File: config.mk
export PLATFORM = sky130hd
export DESIGN_NAME = cmap_ram
export DESIGN_NICKNAME = d
export VERILOG_FILES = /design/src/rtl/core/assert_macros.svh /design/src/rtl/core/cmap_ram.sv
export SDC_FILE = /design/constraint.sdc
export NUM_CORES = 2
export LEC_CHECK = 0
export BUFFER_PORTS_ARGS = -buffer_cell sky130_fd_sc_hd__clkbuf_2
export CORE_UTILIZATION = 30
export CTS_CLUSTER_DIAMETER = 40
export DETAILED_ROUTE_END_ITERATION = 6
export PLACE_DENSITY = 0.42
export SLEW_MARGIN = 40
export SYNTH_ARGS = -nofsm -noshare
export SYNTH_HDL_FRONTEND = slang
export SYNTH_SLANG_ARGS = --single-unit
File: constraint.sdc
create_clock -name clock -period 2.2 [get_ports clock]
set_input_delay 0.11 -clock clock [delete_from_list [all_inputs] [get_ports clock]]
set_output_delay 0.11 -clock clock [all_outputs]
set_load 0.1 [all_outputs]
File: src/rtl/core/assert_macros.svh
// Assertion helpers shared by the RTL.
`ifndef ASSERT_MACROS_SVH
`define ASSERT_MACROS_SVH

`ifndef SYNTHESIS
`define CMAP_ASSERT_IMPLY(lbl, clk, rst, ante, cons) \
   lbl: assert property (@(posedge clk) disable iff (rst) (ante) |-> (cons)) \
      else $error("same-cycle check failed");
`define CMAP_ASSERT_NEXT(lbl, clk, rst, ante, cons) \
   lbl: assert property (@(posedge clk) disable iff (rst) (ante) |=> (cons)) \
      else $error("next-cycle check failed");
`else
`define CMAP_ASSERT_IMPLY(lbl, clk, rst, ante, cons)
`define CMAP_ASSERT_NEXT(lbl, clk, rst, ante, cons)
`endif

`endif

File: src/rtl/core/cmap_ram.sv
`default_nettype none
module cmap_ram #(
   parameter int WIDTH = 8,
   parameter int DEPTH = 256
) (
   input  logic                     clock,
   input  logic                     we,
   input  logic [$clog2(DEPTH)-1:0] waddr,
   input  logic [WIDTH-1:0]         wdata,
   input  logic [$clog2(DEPTH)-1:0] raddr,
   output logic [WIDTH-1:0]         rdata
);
   logic [WIDTH-1:0] mem_ff [DEPTH];
   logic [WIDTH-1:0] rdata_ff;

   always_ff @(posedge clock) begin
      if (we) begin
         mem_ff[waddr] <= wdata;
      end
      rdata_ff <= mem_ff[raddr];
   end

   assign rdata = rdata_ff;
endmodule
`default_nettype wire

==> Word-level counts from Yosys, hierarchy flattened <==
Memories as Yosys holds them, arrays and structs flattened. A register that Yosys moved wholly into a read port is not among the register bits.
Index checks and enable logic that the tools add are counted.
{ "word_totals": {"register_bits": 0, "latch_bits": 0, "ram_bits": 2048, "romBits": 0, "inputBits": 26, "out_inout_bits": 8, "word_cells": 3, "memories": 1} }
{ "memory_table": {"columns": ["memory", "words", "width", "read_ports", "rd_ports_with_merged_regs", "write_ports", "line", "text"], "rows": [
  ["mem_ff", 256, 8, 1, 1, 1, "cmap_ram.sv:13", "logic [WIDTH-1:0] mem_ff [DEPTH];"]
]} }
{ "classes": {"add_sub_neg": 0, "multipliers": 0, "div": 0, "n_lt_le_gt_ge": 0, "eq_ne": 0, "shifts": 0, "mux": 2, "bitwise_logic": 0, "reduce_logical": 0} }
{ "op_table": {"columns": ["cell", "n"], "rows": [
  ["1-bit 2-to-1 mux", 2]
]} }

==> Depth between registers and ports, before layout <==
{ "depth": {"depth_word": 2, "ltp_mapped": 11, "mapped_depth_nobuf": 6} }

==> Least setup slack after synthesis <==
Ideal clock, no wire load.
{ "synth_timing": {"path_type": "input to register", "from": "input raddr[0]", "to": "register rdata_ff[2] (netlist: rdata[2]), read port of mem_ff", "setup_ps": 131, "arrival_ps": 1917, "required_ps": 2069, "path_slack_ps": 152, "stages": 9, "n_path_buf": 4, "cell_sequence": "buf_6 buf_12 buf_8 buf_2 mux4_2 a22oi_1 a21oi_1 nor4_1 nor4_2"} }
{ "synth_rtl": {"columns": ["item", "line", "text"], "rows": [
  ["start, declared", "cmap_ram.sv:10", "input logic [$clog2(DEPTH)-1:0] raddr,"],
  ["end, declared", "cmap_ram.sv:14", "logic [WIDTH-1:0] rdata_ff;"]
]} }

==> impl_summary.log <==
[metrics] outcome: finished with violations
[metrics] failing checks: setup timing
[metrics] critical path's largest stage delay: 0.54 ns
[metrics] GP Congestion: 0.788
[metrics] Final Critical Period: 2.26 ns
[metrics] Worst Hold Path EP: rdata[3]$_DFF_P_
[metrics] sequential cell area: 61700 um^2
[metrics] number of clock sinks: 2056
[metrics] H-tree Lvls: 5
[metrics] post-DP HPWL: 156 mm
[metrics] initial antenna violation count: 16
[metrics] number of routed nets with antenna violations: 0
[metrics] vias per inst: 4.91
[metrics] Data required, critical path: 3.02 ns
[metrics] pin count of the biggest net entering global routing: 93
[metrics] synthesized net count: 3759
[metrics] DRC violations left: 0
[metrics] count of final setup violators: 2
[metrics] vias: 41700
[metrics] area growth from synthesis to layout: 28.9%
[metrics] flip-flop cell with the highest count after synthesis: edfxtp_1
[metrics] RSZ-0062 raised after global routing: yes
[metrics] class of the most critical setup path: reg -> reg
[metrics] clock skew after layout: 0.0575 ns
[metrics] post-layout worst setup margin: -0.0621 ns
[metrics] number of buffers created by CTS: 362
[metrics] area of the die: 267000 um^2
[metrics] static leakage power: 33.7 nW
[metrics] Total Routing Usage GR: 18.0%
[metrics] final-layout fill cell count: 23900
[metrics] first-pass GRT wire length: 339 mm
[metrics] mean routed wirelength per cell: 28.3 um
[metrics] 1st-iter DRT viols: 3862
[metrics] Worst R2R Path Depth: 7
[metrics] Critical path origin: mem_ff[139][2]$_DFFE_PP_
[metrics] area of the mapped netlist: 79600 um^2
[metrics] async set or reset register ratio after synthesis: 0%
[metrics] buffer type at the clock tree root: clkbuf_16
[metrics] end of the worst register-to-register path: rdata[2]$_DFF_P_
[metrics] element type at the critical path start: register
[metrics] startpoint of the lowest-slack register-to-register path: mem_ff[139][2]$_DFFE_PP_
[metrics] CP most frequent cell: mux4_2
[metrics] capturing element type of the critical path: register
[metrics] clock share of power: 53.2%
[metrics] final core utilization: 39.0%
[metrics] TritonCTS clock tree: done
[metrics] worst slew margin relative to its limit: 46.4%
[metrics] number of detailed-route iterations in the first pass: 5
[metrics] Netlist cell types: 55
[metrics] VDD IR max: 0.879 mV
[metrics] placement-stage cell area: 89800 um^2
[metrics] cell type of the slowest stage on the worst timing path: mux4_2
[metrics] count of nets after finishing: 4719
[metrics] maximum fanout encountered on the critical timing path: 1
[metrics] share of the yosys chip area belonging to registers: 77.5%
[metrics] cell count after synthesis: 3733
[metrics] cell row count: 188
[metrics] transition time at the pin with the least slew margin: 0.804 ns
[metrics] I/O pins: 34
[metrics] register share of total power: 41.7%
[metrics] P per Cell Area: 1010 nW/um^2
[metrics] max cap viols: 0
[metrics] initial core utilization: 30.3%
[metrics] cell-by-cell trace of the critical path: mux4_2, mux4_2, nor2_4, a2111oi_4, nor3_4, buf_6, nor4_2
[metrics] multi-input gate area in the final layout: 17000 um^2
[metrics] overall power consumption: 104 mW
[metrics] switching power summed over all nets: 23.3 mW
[metrics] total of flip-flops plus latches after synthesis: 2056
[metrics] portion of total power attributed to combinational logic: 5.0%
[metrics] layout cell share with drive strength beyond 1: 39.2%
[metrics] mean instance size in the synthesized netlist: 21.3 um^2
[metrics] switching power as a share of total power: 22.4%
[metrics] Port Buffers: 33
[metrics] overflow left after global routing: 0
[metrics] signal arrival time at the worst endpoint: 3.08 ns
[metrics] Max clock buf depth: 4
[metrics] vias in the first global route: 43600
[metrics] hold violation count in the final report: 0
[metrics] Worst Min Path Start: raddr[1]
[metrics] Core Box Area: 263000 um^2
[metrics] final WL: 240 mm
[metrics] number of synthesized flops with an enable pin: 2048
[metrics] Power Internal: 80.5 mW
[metrics] final design area excluding fillers: 103000 um^2
[metrics] classification of the worst-slack hold path: in -> reg
[metrics] later-pin clock latency in the skew report: 0.93 ns
[metrics] hold path depth: 7
[metrics] max frequency: 0.442 GHz
[metrics] minimum setup slack among reg-to-reg paths: -0.06 ns
[metrics] die width: 517 um
[metrics] clock slew seen by the registers of the worst setup and hold paths: 0.06 ns
[metrics] Syn. warnings: 0
[metrics] fraction of the cycle the final worst path needs: 103%
[metrics] height of the die: 517 um
[metrics] pins over their slew limit: 0
## cell type report
type                            count  area share [%]
Sequential cell                  2056            60.2
Multi-Input combinational cell   1442            16.5
Clock inverter                    259            2.69
Inverter                            2         0.00732
Timing Repair Buffer              829            7.22
Clock buffer                      388            9.08
Antenna cell                        7          0.0171
Tap cell                         3515            4.29
## how the worst max path moves through the flow
| stage | end | depth (start not counted) | slack (ns) |
|---|---|---|---|
| after global placement | rdata[7]$_DFF_P_ | 11 | -1.65 |
| after global routing | rdata[5]$_DFF_P_ | 8 | -0.16 |
| after floorplan | rdata[2]$_DFF_P_ | 9 | 0.15 |
| after CTS | rdata[2]$_DFF_P_ | 7 | -0.14 |
| final | rdata[2]$_DFF_P_ | 7 | -0.06 |
| after detailed placement | rdata[5]$_DFF_P_ | 10 | -1.19 |
## metrics by stage
stage          setup TNS, ns  cells  hold WS [ns]  setup WS, ns
3_5_place_dp           -8.29   7824         0.527         -1.19
3_3_place_gp           -9.91   7822         0.523         -1.65
2_1_floorplan              0   3733         0.209         0.152
5_1_grt               -0.340   8493        0.0492        -0.155
4_1_cts               -0.269   8491        0.0134        -0.142
6_report             -0.0864   8498        0.0872       -0.0621
## cell usage after synthesis (3+ instances only)
master / number / area, um^2
dfxtp_1: 8 / 160
nor2_1: 282 / 1060
nor2b_1: 31 / 194
o32ai_1: 4 / 35.0
buf_4: 27 / 203
nor4_1: 24 / 150
clkbuf_1: 111 / 417
a21oi_1: 96 / 480
a22oi_1: 133 / 998
and2_1: 6 / 37.5
mux2i_1: 134 / 1340
o221ai_1: 46 / 403
nand3_1: 34 / 170
o22a_1: 5 / 43.8
o22ai_1: 28 / 175
nand2_1: 33 / 124
nor3_1: 22 / 110
a211oi_1: 16 / 120
buf_2: 31 / 155
nand4_1: 10 / 62.6
a22o_1: 8 / 70.1
o21ai_0: 10 / 50.1
or2_2: 4 / 25.0
edfxtp_1: 2048 / 61500
buf_8: 13 / 195
buf_12: 8 / 160
o211ai_1: 10 / 75.1
mux4_2: 454 / 10200
buf_1: 22 / 82.6
nor4_2: 3 / 37.5
a221oi_1: 13 / 114
buf_6: 21 / 236
nand2b_1: 8 / 50.1
## layout by cell type (no fill, tap or decap), drive strengths merged, types with 2 or more instances in the layout
master / synthesis / routed
edfxtp: 2048 / 2048
buf: 122 / 789
mux4: 456 / 456
clkbuf: 111 / 408
nor2: 282 / 282
mux2i: 134 / 134
a22oi: 133 / 133
clkinv: 1 / 112
a21oi: 96 / 96
inv: 1 / 61
clkinvlp: 0 / 51
o221ai: 47 / 47
bufinv: 0 / 37
nand3: 34 / 34
nand2: 33 / 33
nor2b: 31 / 31
o22ai: 28 / 28
nor4: 27 / 27
nor3: 22 / 22
dlygate4sd3: 0 / 20
a211oi: 16 / 16
a221oi: 14 / 14
o21ai: 12 / 12
nand4: 10 / 10
o211ai: 10 / 10
nand2b: 8 / 8
a22o: 8 / 8
dfxtp: 8 / 8
diode: 0 / 7
and2: 6 / 6
o22a: 5 / 5
o32ai: 5 / 5
a2111oi: 5 / 5
or2: 4 / 4
and3b: 2 / 2
nand3b: 2 / 2
a31oi: 2 / 2
a311oi: 2 / 2
## registers in the layout, summed over array words and instances, names as in the netlist
| signal | flops |
|---|---|
| mem_ff | 2048 |
| rdata | 8 |
## critical path: cells and delay by family, from the launching register on
kind	cells	cell delay [ns]
flip-flops	1	0.37
buffers and inverters	1	0.18
AO/OA/AOI/OAI	1	0.05
AND/OR/NAND/NOR	3	0.50
multiplexers	2	1.06
## power by group through the flow
stage / clock, mW / sequential [mW] / combinational [mW]
2_1_floorplan: 0 / 44.3 / 2.10
3_3_place_gp: 0 / 44.1 / 5.17
3_5_place_dp: 0 / 44.1 / 5.18
4_1_cts: 56.3 / 43.3 / 5.32
5_1_grt: 58.0 / 43.3 / 5.53
6_report: 55.3 / 43.3 / 5.24
## routing by layer
metal	wire [um]	track usage, %	vias to the layer above
li1	-	-	17800
met1	108000	25.3	22500
met2	116000	29.3	1086
met3	11100	2.57	341
met4	5310	4.69	2
met5	10	0	-
## logic make-up after synthesis
| group | Yosys count | share of synthesized area [%] |
|---|---|---|
| AOI/OAI and AO/OA | 385 | 3.42 |
| buffers and inverters | 235 | 1.83 |
| DFF | 2056 | 77.5 |
| muxes | 591 | 14.6 |
| and+or+nand+nor | 466 | 2.63 |
## timing repair
action | CTS | global route
setup endpoints to repair | 13 | 20
setup buffers | 0 | 0
hold buffers | 20 | 0
resized for setup | 56 | 22
pin swaps | 12 | 13
hold endpoints to repair | 2194 | 0
(Power assumes the default switching activity.)
