==> src/rtl/core/assert_macros.svh <==
// Assertion helpers shared by the RTL.
`ifndef ASSERT_MACROS_SVH
`define ASSERT_MACROS_SVH

`ifndef SYNTHESIS
`define CMAP_ASSERT_IMPLY(lbl, clk, rst, ante, cons) \
   lbl: assert property (@(posedge clk) disable iff (rst) (ante) |-> (cons)) \
      else $error("same-cycle check failed");
`define CMAP_ASSERT_NEXT(lbl, clk, rst, ante, cons) \
   lbl: assert property (@(posedge clk) disable iff (rst) (ante) |=> (cons)) \
      else $error("next-cycle check failed");
`else
`define CMAP_ASSERT_IMPLY(lbl, clk, rst, ante, cons)
`define CMAP_ASSERT_NEXT(lbl, clk, rst, ante, cons)
`endif

`endif

==> src/rtl/core/cmap_pkg.sv <==
`default_nettype none
package cmap_pkg;
   localparam int DENSE_MAX         = 1024;
   localparam int SEGMENT_MAX       = 256;
   localparam int SEGMENT_GLYPH_MAX = 1024;
   localparam int GROUP_MAX         = 256;
   localparam int BYTE_DEPTH        = 256;
   localparam int WORD_DEPTH        = SEGMENT_MAX + SEGMENT_GLYPH_MAX;

   localparam int BYTE_AW  = $clog2(BYTE_DEPTH);
   localparam int DENSE_AW = $clog2(DENSE_MAX);
   localparam int SEG_AW   = $clog2(SEGMENT_MAX);
   localparam int WORD_AW  = $clog2(WORD_DEPTH);
   localparam int GRP_AW   = $clog2(GROUP_MAX);

   localparam int SRCH_MAX = (SEGMENT_MAX > GROUP_MAX) ? SEGMENT_MAX : GROUP_MAX;
   localparam int SRCH_AW  = (SRCH_MAX > 1) ? $clog2(SRCH_MAX) : 1;
   localparam int SRCH_W   = SRCH_AW + 2;

   localparam int ALU_W    = 22;
   localparam int WADDR_W  = 18;

   localparam int REQ_W    = 104;
   localparam int RSP_W    = 24;
   localparam int CSR_AW   = 3;
   localparam int CSR_DW   = 16;

   typedef logic [2:0] opcode_type;
   localparam opcode_type OP_LOOKUP  = 3'd0;
   localparam opcode_type OP_BYTE    = 3'd1;
   localparam opcode_type OP_DENSE   = 3'd2;
   localparam opcode_type OP_SEGMENT = 3'd3;
   localparam opcode_type OP_WORD    = 3'd4;
   localparam opcode_type OP_GROUP   = 3'd5;

   typedef logic [2:0] found_type;
   localparam found_type FOUND_NONE    = 3'd0;
   localparam found_type FOUND_BYTE    = 3'd1;
   localparam found_type FOUND_DENSE   = 3'd2;
   localparam found_type FOUND_SEGMENT = 3'd3;
   localparam found_type FOUND_GROUP   = 3'd4;

   typedef logic [CSR_AW-1:0] csr_idx_type;
   localparam csr_idx_type CSR_MASK        = 3'd0;
   localparam csr_idx_type CSR_DENSE_FIRST = 3'd1;
   localparam csr_idx_type CSR_DENSE_COUNT = 3'd2;
   localparam csr_idx_type CSR_SEG_COUNT   = 3'd3;
   localparam csr_idx_type CSR_GRP_COUNT   = 3'd4;

   typedef struct packed {
      logic [15:0] delta;
      logic [15:0] start;
      logic [15:0] end_code;
   } seg_entry_type;

   typedef struct packed {
      logic [15:0] start_glyph;
      logic [20:0] end_code;
      logic [20:0] start_code;
   } grp_entry_type;
endpackage
`default_nettype wire

==> src/rtl/core/cmap_alu.sv <==
`default_nettype none
// Shared subtract/compare unit used by the dense index and both searches.
module cmap_alu (
   input  logic [cmap_pkg::ALU_W-1:0] a_val,
   input  logic [cmap_pkg::ALU_W-1:0] b_val,
   output logic [cmap_pkg::ALU_W-1:0] diff,
   output logic                       ge
);
   import cmap_pkg::*;
   logic [ALU_W:0] full;

   assign full = {1'b0, a_val} - {1'b0, b_val};
   assign diff = full[ALU_W-1:0];
   assign ge   = ~full[ALU_W];
endmodule
`default_nettype wire

==> config.mk <==
export PLATFORM = sky130hd
export DESIGN_NAME = cmap_alu
export DESIGN_NICKNAME = d
export VERILOG_FILES = /design/src/rtl/core/assert_macros.svh /design/src/rtl/core/cmap_pkg.sv /design/src/rtl/core/cmap_alu.sv
export SDC_FILE = /design/constraint.sdc
export NUM_CORES = 1
export LEC_CHECK = 0
export ABC_AREA = 1
export BUFFER_PORTS_ARGS = -buffer_cell sky130_fd_sc_hd__buf_2
export CORE_MARGIN = 3
export CORE_UTILIZATION = 52
export DETAILED_ROUTE_END_ITERATION = 16
export GPL_ROUTABILITY_DRIVEN = 0
export PLACE_DENSITY = 0.86
export SYNTH_ARGS = -nofsm -noshare
export SYNTH_HDL_FRONTEND = slang
export SYNTH_SLANG_ARGS = --single-unit
==> constraint.sdc <==
create_clock -name vclk -period 3.7
set_input_delay 1.11 -clock vclk [all_inputs]
set_output_delay 1.11 -clock vclk [all_outputs]
set_load 0.02 [all_outputs]
Yosys cells after proc, flatten, opt, wreduce, memory -nomap -nowiden --
Index checks and enable logic that the tools add are counted.
Cells by class: add/sub/neg operators 1, bitwise gates (word level) 1
Operators by type and width (number):
- 22-bit by 22-bit subtractor with 23-bit output | 1
- 1-bit NOT | 1
Storage, ports and cells: bits in registers 0, logic and storage cells 2

Logic depth before layout (Yosys ltp) --
Gate-level depths: netlist of the first run.
depth after elaboration 2, gate-level depth with buffers 12

Least setup slack after synthesis of the first run --
OpenSTA, ideal clock, no wires.
path type input -> output, from input a_val[0] in the netlist's numbering, to output diff[8] in the netlist's numbering, data arrival time 2451 ps, stages 9, path slack 139 ps, data required time 2590 ps, path through inv_1 > ha_1 > inv_1 > fa_1 > nand3_1 > nand3_2 > nand3_1 > nand2_2 > xor2_1
Between the ends: longest elaborated chain between the ends 1
Ends and longest elaborated chain:
- start, declared | RTL line cmap_alu.sv:4 | input logic [cmap_pkg::ALU_W-1:0] a_val,
- 22-bit by 22-bit subtractor with 23-bit output | RTL line cmap_alu.sv:12 | assign full = {1'b0, a_val} - {1'b0, b_val};
- end, declared | RTL line cmap_alu.sv:6 | output logic [cmap_pkg::ALU_W-1:0] diff,
No other way between the ends.

Worst setup path after layout of the first run --
from input a_val[0] in the netlist's numbering, to output ge
Between the ends: longest elaborated chain between the ends 2
Ends and longest elaborated chain:
- 22-bit by 22-bit subtractor with 23-bit output | RTL line cmap_alu.sv:12
- 1-bit NOT | RTL line cmap_alu.sv:14 | assign ge = ~full[ALU_W];
- end, declared | RTL line cmap_alu.sv:7 | output logic ge
No other way between the ends.

==> flow_summary.toml, run 1 <==
[floorplan]
core-area_um2 = 2850
start_util_pct = 56.7
row_count = 19
io_pins = 67
dieArea_um2 = 3820
die_w_um = 61.8
die_h_um = 61.8

[synth]
syn_inst = 327
synth_top_area_cell = "nand2_1"
synth-adder-area-share_pct = 18.3
synth_area_leaders = "nand2_1, inv_1, ha_1"
synth_top_family_by_area = "simple AND/OR/NAND/NOR gates"
synth_warnings = 0
syn-num-nets = 394
synth_top_cell_area_share_pct = 30.2
avgSynthCellArea_um2 = 4.95
synth_sequential_area_ratio_pct = 0
yosys-mux-area-fraction_pct = 0
synthXorXnorAreaFrac_pct = 5.96
netlist_top_cells_count = "nand2_1, inv_1, ha_1"
yosysMostFrequentCell = "nand2_1"
yosysUniqueCellTypes = 21
synth_simple_gate_area_share_pct = 50.0
synth_compound_area_share_pct = 6.26
syn_area_um2 = 1620

[drt]
vias_per_cell = 4.97
via_count = 2165
detail-route-antenna-nets = 0
avgRoutedWirePerCell_um = 11.1
drc = 0
drtPass1Iterations = 4
first_iter_violations = 112
drt-total-wl_um = 4830

[power_and_ir_drop]
vdd_ir_drop_max_uv = 114
totalPowerFinal_w = 0.000448
power.density_nw_per_um2 = 196
leakagePower_nw = 1.46

[final_layout]
area_delta_synth_final_pct = 40.9
seqCellArea_um2 = 0
fin_cells = 436
drive_gt1_share_pct = 33.1
diodes = 0
final_util_pct = 79.9
n_sequential_cell = 0
clock_buffers = 0
final_nets = 474

[setup_path]
crit_fanout = 4
cp-start-kind = "primary input"
arrival_ns = 2.58
critPathKind = "in -> out"
worst_path_most_repeated_cell = "nand2_1"
critPathRequiredTime_ns = 2.59
slowest_stage = "fa_2"
cpPeakStageDelay_ns = 0.35
path_cells = "buf_6, inv_4, ha_4, inv_2, fa_2, nand3_2, nand3_4, nand2_2, nand2_2, nand3b_1, nand2_1, nand2_1, nand2_1, buf_6"
end_kind = "output port"

[timing]
maxSlewHeadroom_pct = 81.2
drv_slew = 0
rsz0062_at_grt = "true"
worst_hold_slack_ns = 2.62
fin_crit_ns = 3.69
hold_viol_final = 0
finalSetupViolations = 0
worstMarginPinSlew_ns = 0.279
fmax_mhz = 271
fin_crit_sh_pct = 99.8

[global_route]
grt.busiest_layer = "met2"
grt_max_degree = 7
use_met2_pct = 42.2
gr-usage-met3_pct = 0
globalRouteMet1Util_pct = 31.3
grt_first_pass_wirelength_um = 6820
grt.overflow.total = 0
grt_pass1_vias = 1722
grt_usage_pct = 22.9
antenna_found_initial = 0

[clocking]
hold_buffers = 0

[placement]
dpl.cell_count = 432
io_buffer_count = 67
dpl.hpwl_um = 3850

[status]
status = "completed"

[hold_path]
hp-class = "in -> out"

[run]
maxCapViolCount = 0
[worst paths after layout]
check / from / endpoint / slack [ns] / cells past startpoint
max: a_val[0] / ge / 0.008 / 14
min: b_val[0] / diff[0] / 2.62 / 4
[per-layer routing]
metal  wire length [um]  part of all wire [%]
met5                  0                     0
met4                107                   2.2
met3                300                   6.2
met2               2370                    49
met1               2050                    43
[power breakdown]
group          switching, W  internal [W]
clock                     0             0
sequential                0             0
combinational      0.000270      0.000178
[worst max-delay path: cells and delay by family]
family / cells / cell delay (ns)
adder cells (fa/ha/maj): 2 / 0.47
AND/OR/NAND/NOR: 8 / 0.71
buffers and inverters: 4 / 0.32
[stage by stage]
stage / setup TNS [ns] / setup WS [ns] / instance area (um2)
4_1_cts: 0 / 0.00270 / 2120
3_5_place_dp: -0.340 / -0.103 / 2040
6_report: 0 / 0.00832 / 2280
3_3_place_gp: -0.126 / -0.0515 / 2040
2_1_floorplan: 0 / 0.139 / 1620
5_1_grt: -0.220 / -0.0616 / 2280
[repair_timing]
item	CTS	global route
pin swaps	5	6
resized for setup	12	37
setup buffers	4	0
endpoints found under the setup margin	6	14
hold endpoints to repair	0	0
[area by class of cell]
type / count / area [um2]
timing repair buffer: 78 / 453
fill: 247 / 573
tap: 31 / 38.8
multi-input combinational: 243 / 1470
inverter: 84 / 318
[cell families after synthesis]
group	after synthesis
xor+xnor	11
buf+inv	84
compound gates	18
fa+ha+maj	23
simple gates	191
[layout by cell type (no fill, tap or decap), types with 4 or more instances in the layout]
master and n:
a21oi_1 10, a21oi_2 5, buf_2 59, buf_4 15, buf_6 4, ha_1 10
ha_2 6, ha_4 6, inv_1 72, inv_2 11, nand2_1 125, nand2_2 10
nand3_1 16, nand3_2 4, nor2_1 15, nor2_2 7, xor2_1 11
(Power assumes the default switching activity.)
==> run 2, diff against run 1 <==
--- a/config.mk
+++ b/config.mk
@@ -7,7 +7,7 @@
 export LEC_CHECK = 0
 export ABC_AREA = 1
 export BUFFER_PORTS_ARGS = -buffer_cell sky130_fd_sc_hd__buf_2
-export CORE_MARGIN = 3
+export CORE_MARGIN = 8
 export CORE_UTILIZATION = 52
 export DETAILED_ROUTE_END_ITERATION = 16
 export GPL_ROUTABILITY_DRIVEN = 0
==> constraint.sdc (replaced) <==
create_clock -name vclk -period 3.7
set_input_delay 0.37 -clock vclk [all_inputs]
set_output_delay 0.37 -clock vclk [all_outputs]
set_load 0.02 [all_outputs]
==> run 2 against run 1 <==
Against the previous run: die area grew 35%; sequential share of layout area unchanged; first-iteration DRC count grew 35%.
==> flow_summary.toml, run 2 (same netlist as run 1, synthesis figures left out) <==
[timing]
hold_viol_final = 0
fin_crit_sh_pct = 64.5
finalSetupViolations = 0
worstMarginPinSlew_ns = 0.249
fmax_mhz = 419
maxSlewHeadroom_pct = 83.3
fin_tns_setup_ns = 0
worst_hold_slack_ns = 1.10
fin_crit_ns = 2.39
rsz0062_at_grt = "false"
drv_slew = 0

[clocking]
postCtsSetupBuffers = 0
hold_buffers = 0
cts_resized = 0

[run]
maxCapViolCount = 0

[final_layout]
final_cell_mix = "nand2_1, inv_1, buf_2"
seqCellArea_um2 = 0
layout_commonest_cell = "nand2_1"
final_nets = 463
area_delta_synth_final_pct = 23.3
drive_gt1_share_pct = 22.8
multi_input_area_um2 = 1300
final_util_pct = 66.4
clock_buffers = 0
n_fill_cell = 320
n_sequential_cell = 0
diodes = 0

[power_and_ir_drop]
power.density_nw_per_um2 = 193
vdd_ir_drop_max_uv = 107
leakagePower_nw = 1.40

[setup_path]
cp-start-kind = "primary input"
cp.depth = 14
cpLargestDelayFamily = "simple AND/OR/NAND/NOR gates"
cpPeakStageDelay_ns = 0.43
crit_fanout = 4
critPathKind = "in -> out"
arrival_ns = 2.02
end_kind = "output port"
path_cells = "buf_2, inv_1, ha_1, inv_1, fa_1, nand3_1, nand3_2, nand2_1, nand2_1, nand3b_1, nand2_1, nand2_1, nand2_1, buf_2"
slowest_stage = "fa_1"
critPathBufInv = 4
cp-startpoint = "a_val[0]"
endpoint = "ge"
critPathRequiredTime_ns = 3.33
worst_path_most_repeated_cell = "nand2_1"

[floorplan]
row_count = 20
start_util_pct = 53.9
io_pins = 67
dieArea_um2 = 5150
die_h_um = 71.8
die_w_um = 71.8
core-area_um2 = 3000

[global_route]
grt_first_pass_wirelength_um = 7880
grt.overflow.total = 0
grt_max_degree = 7
grt_usage_pct = 17.6
antenna_found_initial = 0
grt_pass1_vias = 2000

[drt]
drc = 0
first_iter_violations = 151
drt-total-wl_um = 4560
via_count = 2062
detail-route-antenna-nets = 0
drtPass1Iterations = 4
avgRoutedWirePerCell_um = 10.7
vias_per_cell = 4.83

[status]
status = "completed"

[placement]
dpl.hpwl_um = 4140
io_buffer_count = 67

[hold_path]
hp-class = "in -> out"
[run 2: worst min path at each step]
stage / depth (start not counted) / end / slack [ns] / start
CTS: 4 / diff[0] / 1.11 / b_val[0]
detailed placement: 4 / diff[0] / 1.11 / b_val[0]
finish: 4 / diff[0] / 1.10 / b_val[0]
global route: 4 / diff[0] / 1.13 / b_val[0]
global placement: 4 / diff[0] / 1.09 / b_val[0]
floorplan: 2 / diff[0] / 0.92 / b_val[0]
[run 2: layout make-up]
type               count  share of cell area, %
repair buffers        67                   16.8
multi-input cells    243                   65.3
well taps             33                   2.07
inverters             84                   15.8
[run 2: where the power goes]
part	internal (W)	switching, W	total [W]
sequential	0	0	0
combinational	0.000137	0.000248	0.000385
clock	0	0	0
total	0.000137	0.000248	0.000385
[run 2: through the flow]
stage | cells | setup WS, ns | power, W | cell area (um2)
after floorplan | 327 | 1.62 | 0.000271 | 1620
after global placement | 427 | 1.38 | 0.000376 | 1990
after detailed placement | 427 | 1.33 | 0.000384 | 1990
after CTS | 427 | 1.32 | 0.000386 | 1990
after global routing | 427 | 1.07 | 0.000429 | 1990
final | 427 | 1.31 | 0.000385 | 1990
[run 2: routing by layer]
| layer | up-vias | track usage [%] | wire length (um) |
|---|---|---|---|
| li1 | 1110 | - | - |
| met1 | 890 | 20.7 | 1990 |
| met2 | 58 | 33.5 | 2260 |
| met3 | 4 | 2.09 | 288 |
| met4 | 0 | 2.04 | 31 |
| met5 | - | 0 | 0 |
